**src/design/apcm_pkg.sv**
```systemverilog
// apcm_pkg: shared types, register indexes and conversion functions
// for the a-law / linear pcm codec. no dependencies.
// used by apcm_cfg, apcm_conv, alaw_pcm_codec and apcm_chk.
package apcm_pkg;

    localparam int SampleW  = 32;
    localparam int CfgIdxW  = 4;
    localparam int CfgDataW = 32;

    // register indexes on the configuration channel
    typedef enum logic [CfgIdxW-1:0] {
        REG_DIRECTION      = 4'd0,
        REG_WIDTH_CODE     = 4'd1,
        REG_SIGNED_SAMPLES = 4'd2,
        REG_BYTE_SWAP      = 4'd3
    } reg_idx_t;

    typedef enum logic {
        DIR_ENCODE = 1'b0,
        DIR_DECODE = 1'b1
    } dir_t;

    typedef enum logic [1:0] {
        WIDTH_8  = 2'd0,
        WIDTH_16 = 2'd1,
        WIDTH_24 = 2'd2,
        WIDTH_32 = 2'd3
    } width_t;

    typedef struct packed {
        dir_t   direction;
        width_t width_code;
        logic   signed_samples;
        logic   byte_swap;
    } cfg_t;

    localparam logic [7:0] MaskPos = 8'hD5;
    localparam logic [7:0] MaskNeg = 8'h55;
    localparam logic [7:0] TopCode = 8'h7F;
    localparam logic [15:0] SegBias = 16'h0108;

    localparam logic [15:0] SegEnds [8] = '{
        16'h00FF, 16'h01FF, 16'h03FF, 16'h07FF,
        16'h0FFF, 16'h1FFF, 16'h3FFF, 16'h7FFF
    };

    function automatic logic [15:0] swap16(input logic [15:0] v);
        return {v[7:0], v[15:8]};
    endfunction

    function automatic logic [31:0] swap32(input logic [31:0] v);
        return {v[7:0], v[15:8], v[23:16], v[31:24]};
    endfunction

    // signed 16-bit value to a-law byte
    function automatic logic [7:0] alaw_encode(input logic [15:0] v16);
        logic [7:0]  mask;
        logic [15:0] mag;
        logic [15:0] inv;
        logic [3:0]  seg;
        logic [3:0]  mant;
        mask = MaskPos;
        mag  = {1'b0, v16[14:0]};
        inv  = ~v16;
        seg  = 4'd8;
        mant = 4'd0;
        if (v16[15])
        begin
            mask = MaskNeg;
            // magnitude minus 8, floored at zero: ~v16 - 7
            mag = (inv >= 16'd7) ? 16'(inv - 16'd7) : 16'd0;
        end
        for (int i = 7; i >= 0; i--)
        begin
            if (mag <= SegEnds[i])
                seg = 4'(i);
        end
        case (seg[2:0])
            3'd0, 3'd1: mant = mag[7:4];
            3'd2:       mant = mag[8:5];
            3'd3:       mant = mag[9:6];
            3'd4:       mant = mag[10:7];
            3'd5:       mant = mag[11:8];
            3'd6:       mant = mag[12:9];
            3'd7:       mant = mag[13:10];
            default:    mant = 4'd0;
        endcase
        if (seg[3])
            return TopCode ^ mask;
        return {1'b0, seg[2:0], mant} ^ mask;
    endfunction

    // a-law byte to signed 16-bit value
    function automatic logic [15:0] alaw_decode(input logic [7:0] code);
        logic [7:0]  a;
        logic [15:0] t;
        logic [15:0] tb;
        a  = code ^ MaskNeg;
        t  = {8'd0, a[3:0], 4'd0};
        tb = t + SegBias;
        case (a[6:4])
            3'd0:    t = t + 16'd8;
            3'd1:    t = tb;
            3'd2:    t = tb << 1;
            3'd3:    t = tb << 2;
            3'd4:    t = tb << 3;
            3'd5:    t = tb << 4;
            3'd6:    t = tb << 5;
            3'd7:    t = tb << 6;
            default: t = tb;
        endcase
        if (a[7])
            return t;
        return 16'(16'd0 - t);
    endfunction

endpackage

```
**src/design/apcm_cfg.sv**
```systemverilog
// apcm_cfg: configuration register bank of the codec, written over
// its own valid/ready channel. depends on apcm_pkg.
module apcm_cfg
(
    input  logic                         clk,
    input  logic                         rst_n,
    input  logic                         cfg_valid,
    output logic                         cfg_ready,
    input  logic [apcm_pkg::CfgIdxW-1:0] cfg_index,
    input  logic [apcm_pkg::CfgDataW-1:0] cfg_data,
    output apcm_pkg::cfg_t               cfg
);

    apcm_pkg::cfg_t cfg_reg;
    apcm_pkg::cfg_t cfg_next;

    // the bank takes a beat in every cycle
    assign cfg_ready = 1'b1;

    always_comb
    begin
        cfg_next = cfg_reg;
        if (cfg_valid)
        begin
            case (cfg_index)
                apcm_pkg::REG_DIRECTION:
                    cfg_next.direction = apcm_pkg::dir_t'(cfg_data[0]);
                apcm_pkg::REG_WIDTH_CODE:
                    cfg_next.width_code = apcm_pkg::width_t'(cfg_data[1:0]);
                apcm_pkg::REG_SIGNED_SAMPLES:
                    cfg_next.signed_samples = cfg_data[0];
                apcm_pkg::REG_BYTE_SWAP:
                    cfg_next.byte_swap = cfg_data[0];
                default:
                    cfg_next = cfg_reg;
            endcase
        end
    end

    always_ff @(posedge clk or negedge rst_n)
    begin
        if (!rst_n)
        begin
            cfg_reg.direction      <= apcm_pkg::DIR_ENCODE;
            cfg_reg.width_code     <= apcm_pkg::WIDTH_16;
            cfg_reg.signed_samples <= 1'b1;
            cfg_reg.byte_swap      <= 1'b0;
        end
        else
        begin
            cfg_reg <= cfg_next;
        end
    end

    assign cfg = cfg_reg;

endmodule

```
**src/design/apcm_conv.sv**
```systemverilog
// apcm_conv: combinational sample conversion between a linear container
// and an a-law byte, in either direction. depends on apcm_pkg.
module apcm_conv
(
    input  apcm_pkg::cfg_t                cfg,
    input  logic [apcm_pkg::SampleW-1:0]  sample,
    output logic [apcm_pkg::SampleW-1:0]  result
);

    logic [31:0] unswapped;
    logic [15:0] enc_v16;
    logic [15:0] dec_v16;
    logic [15:0] dec16;
    logic [31:0] dec32;
    logic [31:0] dec_out;
    logic        flip;

    assign flip = ~cfg.signed_samples;

    // encode side: bring the container to a 16-bit two's complement value
    always_comb
    begin
        unswapped = cfg.byte_swap ? apcm_pkg::swap32(sample) : sample;
        case (cfg.width_code)
            apcm_pkg::WIDTH_8:
                enc_v16 = {sample[7:0], 8'd0};
            apcm_pkg::WIDTH_16:
                enc_v16 = cfg.byte_swap ? apcm_pkg::swap16(sample[15:0]) : sample[15:0];
            apcm_pkg::WIDTH_24:
                enc_v16 = unswapped[23:8];
            apcm_pkg::WIDTH_32:
                enc_v16 = unswapped[31:16];
            default:
                enc_v16 = unswapped[31:16];
        endcase
        // offset binary: the container's top bit lands on bit 15
        enc_v16[15] = enc_v16[15] ^ flip;
    end

    // decode side: expand and place into the container
    assign dec_v16 = apcm_pkg::alaw_decode(sample[7:0]);

    always_comb
    begin
        dec16 = {dec_v16[15] ^ flip, dec_v16[14:0]};
        dec32 = 32'd0;
        case (cfg.width_code)
            apcm_pkg::WIDTH_8:
                dec_out = {24'd0, dec16[15:8]};
            apcm_pkg::WIDTH_16:
                dec_out = {16'd0, cfg.byte_swap ? apcm_pkg::swap16(dec16) : dec16};
            apcm_pkg::WIDTH_24:
            begin
                dec32   = {8'd0, dec16, 8'd0};
                dec_out = cfg.byte_swap ? apcm_pkg::swap32(dec32) : dec32;
            end
            apcm_pkg::WIDTH_32:
            begin
                dec32   = {dec16, 16'd0};
                dec_out = cfg.byte_swap ? apcm_pkg::swap32(dec32) : dec32;
            end
            default:
                dec_out = 32'd0;
        endcase
    end

    assign result = (cfg.direction == apcm_pkg::DIR_DECODE)
                  ? dec_out
                  : {24'd0, apcm_pkg::alaw_encode(enc_v16)};

endmodule

```
**src/design/alaw_pcm_codec.sv**
```systemverilog
// alaw_pcm_codec: top level of the a-law / linear pcm codec, two register
// stages around the conversion logic. depends on apcm_pkg, apcm_cfg, apcm_conv.
//
// usage:
//   s_axis carries one sample per beat in tdata; when encoding it is a linear
//   container of 8, 16, 24 or 32 bits, when decoding an a-law byte in bits 7..0.
//   m_axis returns one result per input beat, in order: the a-law byte in bits
//   7..0 (upper bits zero) or the linear container, zero-extended.
//   the configuration channel (cfg_valid, cfg_ready, cfg_index, cfg_data)
//   sets direction, width code, signedness and byte swap; cfg_ready is always
//   high; the user writes only while no beat is in flight (not enforced).
// timing:
//   a beat taken sits in the input register, passes the conversion logic and
//   lands in the result register, where m_axis_tvalid rises; it leaves from
//   there once m_axis_tready is high.
//   throughput is one beat per cycle while m_axis_tready stays high, set by
//   the single pass through the conversion logic.
// reset: rst_n clears the valid flags of both stages and loads the
//   configuration registers with encode, 16-bit, signed, no swap.
// stalls: when m_axis_tready is low the result holds; the input register
//   still takes one more beat if it is empty, then s_axis_tready drops until the result moves.
module alaw_pcm_codec
(
    input  logic                         clk,
    input  logic                         rst_n,
    input  logic                         s_axis_tvalid,
    output logic                         s_axis_tready,
    input  logic [apcm_pkg::SampleW-1:0] s_axis_tdata,   // [31:0] sample_in
    output logic                         m_axis_tvalid,
    input  logic                         m_axis_tready,
    output logic [apcm_pkg::SampleW-1:0] m_axis_tdata,   // [31:0] sample_out
    input  logic                         cfg_valid,
    output logic                         cfg_ready,
    input  logic [apcm_pkg::CfgIdxW-1:0] cfg_index,
    input  logic [apcm_pkg::CfgDataW-1:0] cfg_data
);

    apcm_pkg::cfg_t cfg;

    logic                         in_valid_reg;
    logic                         in_valid_next;
    logic [apcm_pkg::SampleW-1:0] in_data_reg;
    logic                         out_valid_reg;
    logic                         out_valid_next;
    logic [apcm_pkg::SampleW-1:0] out_data_reg;
    logic [apcm_pkg::SampleW-1:0] conv_result;
    logic                         out_ready;
    logic                         in_ready;

    apcm_cfg u_cfg
    (
        .clk       (clk),
        .rst_n     (rst_n),
        .cfg_valid (cfg_valid),
        .cfg_ready (cfg_ready),
        .cfg_index (cfg_index),
        .cfg_data  (cfg_data),
        .cfg       (cfg)
    );

    apcm_conv u_conv
    (
        .cfg    (cfg),
        .sample (in_data_reg),
        .result (conv_result)
    );

    assign out_ready = ~out_valid_reg | m_axis_tready;
    assign in_ready  = ~in_valid_reg | out_ready;

    always_comb
    begin
        in_valid_next  = in_valid_reg;
        out_valid_next = out_valid_reg;
        if (in_ready)
            in_valid_next = s_axis_tvalid;
        if (out_ready)
            out_valid_next = in_valid_reg;
    end

    always_ff @(posedge clk or negedge rst_n)
    begin
        if (!rst_n)
        begin
            in_valid_reg  <= 1'b0;
            out_valid_reg <= 1'b0;
        end
        else
        begin
            in_valid_reg  <= in_valid_next;
            out_valid_reg <= out_valid_next;
        end
    end

    always_ff @(posedge clk)
    begin
        if (in_ready && s_axis_tvalid)
            in_data_reg <= s_axis_tdata;
        if (out_ready && in_valid_reg)
            out_data_reg <= conv_result;
    end

    assign s_axis_tready = in_ready;
    assign m_axis_tvalid = out_valid_reg;
    assign m_axis_tdata  = out_data_reg;

endmodule

```
**config.mk**
```make
export PLATFORM = sky130hd
export DESIGN_NAME = alaw_pcm_codec
export DESIGN_NICKNAME = d
export VERILOG_FILES = /design/src/design/apcm_pkg.sv /design/src/design/apcm_cfg.sv /design/src/design/apcm_conv.sv /design/src/design/alaw_pcm_codec.sv
export SDC_FILE = /design/constraint.sdc
export NUM_CORES = 1
export LEC_CHECK = 0
export ABC_AREA = 0
export BUFFER_PORTS_ARGS = -buffer_cell sky130_fd_sc_hd__buf_4
export CORE_ASPECT_RATIO = 0.8
export CORE_MARGIN = 2
export CORE_UTILIZATION = 56
export DETAILED_ROUTE_END_ITERATION = 16
export GPL_ROUTABILITY_DRIVEN = 0
export PLACE_DENSITY = 0.82
export SETUP_SLACK_MARGIN = 0.05
export SLEW_MARGIN = 0
export SYNTH_ARGS = -nofsm -noshare
export SYNTH_HDL_FRONTEND = slang
export SYNTH_SLANG_ARGS = --single-unit
```
**constraint.sdc**
```tcl
create_clock -name clk -period 4.7 [get_ports clk]
set_input_delay 0.94 -clock clk [delete_from_list [all_inputs] [get_ports clk]]
set_output_delay 0.94 -clock clk [all_outputs]
set_load 0.01 [all_outputs]
```
==> results.toml <==
[drt]
viasPerCell = 6.61
vias = 4891
post-route-drc-count = 0
postRouteAntennaNets = 0
wl_per_cell_microns = 18.1
finalWirelength_mm = 13.4
drt_iter0_drc = 467
dr.pass1.iters = 7

[global_route]
grt_pass1_wl_mm = 21.9
grt.busiest_layer = "met2"
grt.total_usage_pct = 27.9
grt_pass1_vias = 4425
overflow = 0
grt_max_degree = 42
met1_usage_pct = 36.8
grt_util_met2_pct = 44.3
use_met3_pct = 7.25
antenna_found_initial = 0

[logic_synthesis]
synthArstFlopShare_pct = 9.86
syn_area_per_cell_sq_um = 9.32
netlist_area_sq_um = 5090
netlist_instances = 546
ys.flop_type = "edfxtp_1"
synth-seq-cells = 71
synth_edf_count = 64
ys_types = 79
synth_nets = 621
yosys_warnings = 0
ys_seq_area_share_pct = 41.3

[setup_path]
path_delay_family = "simple AND/OR/NAND/NOR gates"
cp_max_fo = 14
end_kind = "flop"
crit_chain = "nand2b_1, o32a_1, a222oi_1, and4_1, nand2_4, or4_4, a311oi_4, nor3_2, or3_1, a31oi_1"
cp_num_buf_inv = 0
worstSetupStartpointType = "flop"
path_class = "flop to flop"
slowest_delay_ps = 670
critPathArrivalTime_ps = 4570
critPathSlowestCell = "dfrtp_1"
cp.required_ps = 4890

[outcome]
outcome = "completed"

[clock_network]
ctsResizeCount = 0
clkSlewWorstSetupHoldPaths_ps = 60
clock_latency_ps = 340
cts_tree = "yes"
cts_setup_buffers = 0
root_buffer = "clkbuf_16"
h-tree-depth = 3
cts_buffers = 9
cts_hold_buf = 0
cts_sinks = 71
clockBufferDepth = 2

[pwr]
total_power_mw = 2.89
p_per_area_nw_per_um2 = 473
peakVddDrop_v = 0.000267
p_leak_nw = 2.33

[layout]
fill_cells = 695
fin_area_sq_um = 6100
antennaDiodeCount = 0
final_layout_size_suffix_gt1_share_pct = 23.2
area_growth_pct = 20.0
regArea_sq_um = 2100
nNetsFinal = 695
multi_input_area_sq_um = 2740

[floorplan]
initial_utilization_pct = 56.8
die_h_microns = 89.3
core-area_sq_um = 8960
die_x_microns = 111
die_area_sq_um = 9870
rows = 31
io_pins = 108

[run]
drv_cap = 0

[sta]
skew_ps = 5.96
timing.final.crit_period_ps = 4380
finalHoldViolCount = 0
relSlewSlack_pct = 40.8
worst_slew_pin_slew_ps = 888
totalNegativeSetupSlack_ps = 0
drv_slew = 0
fin_crit_sh_pct = 93.2
final-setup-viol-count = 0
rsz0062_at_grt = "false"
holdWs_ps = 401
fmax_mhz = 228

[placement]
placed_area_sq_um = 5810
port_buffers = 76
dp_hpwl_mm = 9.71

[hold_path]
hp-class = "input pin to async pin"
[power by group]
part / internal, mW / total [mW] / switching, mW
Clock: 0.409 / 0.672 / 0.263
Sequential: 0.791 / 0.852 / 0.0616
Combinational: 0.528 / 1.36 / 0.836
Total: 1.73 / 2.89 / 1.16
[synth_stat cells (all sizes together), types with 3 or more instances]
library cell	count	area [sq um]
and2	14	88.8
a22o	5	43.8
o32a	4	40.0
nand4	5	31.3
a221oi	10	87.6
o31ai	7	52.6
nor2	47	176
nor3b	8	60.1
buf	20	118
o211ai	6	50.1
nand3b	3	22.5
nand2	50	198
o221ai	4	35.0
nand3	5	25.0
inv	16	60.1
a221o	6	60.1
mux2i	19	190
o31a	3	26.3
o32ai	3	26.3
edfxtp	64	1920
nor4	5	37.5
a31oi	4	25.0
a22oi	4	30.0
nor2b	10	62.6
a21oi	38	190
or3	4	25.0
nand2b	17	106
xnor2	10	87.6
dfrtp	5	125
o22ai	3	18.8
or4	4	33.8
or2	8	50.1
o211a	3	30.0
nor3	14	75.1
o21ai	33	165
a311oi	6	70.1
mux2	7	78.8
clkbuf	17	63.8
a211oi	15	118
[cell usage in the layout, fill, tap and decap left out, types with 6 or more instances in the layout]
| cell | netlist | routed |
|---|---|---|
| nor2_1 | 47 | 47 |
| a221o_1 | 6 | 6 |
| o21ai_0 | 33 | 33 |
| edfxtp_1 | 64 | 64 |
| nor2b_1 | 10 | 10 |
| nand2_1 | 48 | 48 |
| buf_4 | 2 | 99 |
| or2_2 | 8 | 8 |
| a211oi_1 | 14 | 14 |
| nor3b_1 | 8 | 8 |
| a21oi_1 | 38 | 38 |
| xnor2_1 | 10 | 10 |
| o31ai_1 | 7 | 7 |
| nand2b_1 | 17 | 17 |
| inv_1 | 15 | 15 |
| and2_1 | 10 | 10 |
| mux2_2 | 7 | 7 |
| mux2i_1 | 19 | 19 |
| nor3_1 | 13 | 13 |
| a221oi_1 | 10 | 10 |
| clkbuf_16 | 0 | 9 |
[layout make-up]
class | count | share of cell area [%]
multi-input combinational | 421 | 44.9
sequential | 71 | 34.4
timing repair buffer | 100 | 12.5
clock buffer | 10 | 3.75
tap | 115 | 2.36
inverter | 17 | 1.05
clock inverter | 6 | 1.00
[routing by layer]
layer,up-vias,share of wire [%]
li1,2249,-
met1,2255,41
met2,324,45
met3,63,11
met4,0,3.4
met5,-,0
[through the flow]
stage	cells	utilization, %	setup slack, ps
floorplan	546	-	494
CTS	740	68.1	371
global placement	724	64.9	587
finish	740	68.1	318
detailed placement	724	64.9	510
global route	740	68.1	63.2
[path summary, 6_finish.rpt]
path | cells past startpoint | end | slack [ps] | from
min in group clk | 1 | m_axis_tvalid | 500 | in_valid_reg
hold / removal | 1 | u_cfg.cfg[4] | 400 | rst_n
max in group asynchronous | 1 | u_cfg.cfg[1] | 4090 | rst_n
setup reg to reg | 10 | m_axis_tdata[3] | 320 | u_cfg.cfg[3]
hold reg to reg | 1 | m_axis_tvalid | 500 | in_valid_reg
setup / recovery | 10 | m_axis_tdata[3] | 320 | u_cfg.cfg[3]
[logic make-up after synthesis]
logic type | Yosys count | share of synthesized area [%]
multiplexers | 26 | 5.29
AO/OA/AOI/OAI | 178 | 25.2
other | 1 | 0.0737
buffers and inverters | 54 | 4.82
AND/OR/NAND/NOR | 202 | 20.8
XOR/XNOR | 12 | 2.07
adder cells (fa/ha/maj) | 2 | 0.492
flip-flops | 71 | 41.3
No activity file was read; power rests on OpenSTA's default activity.
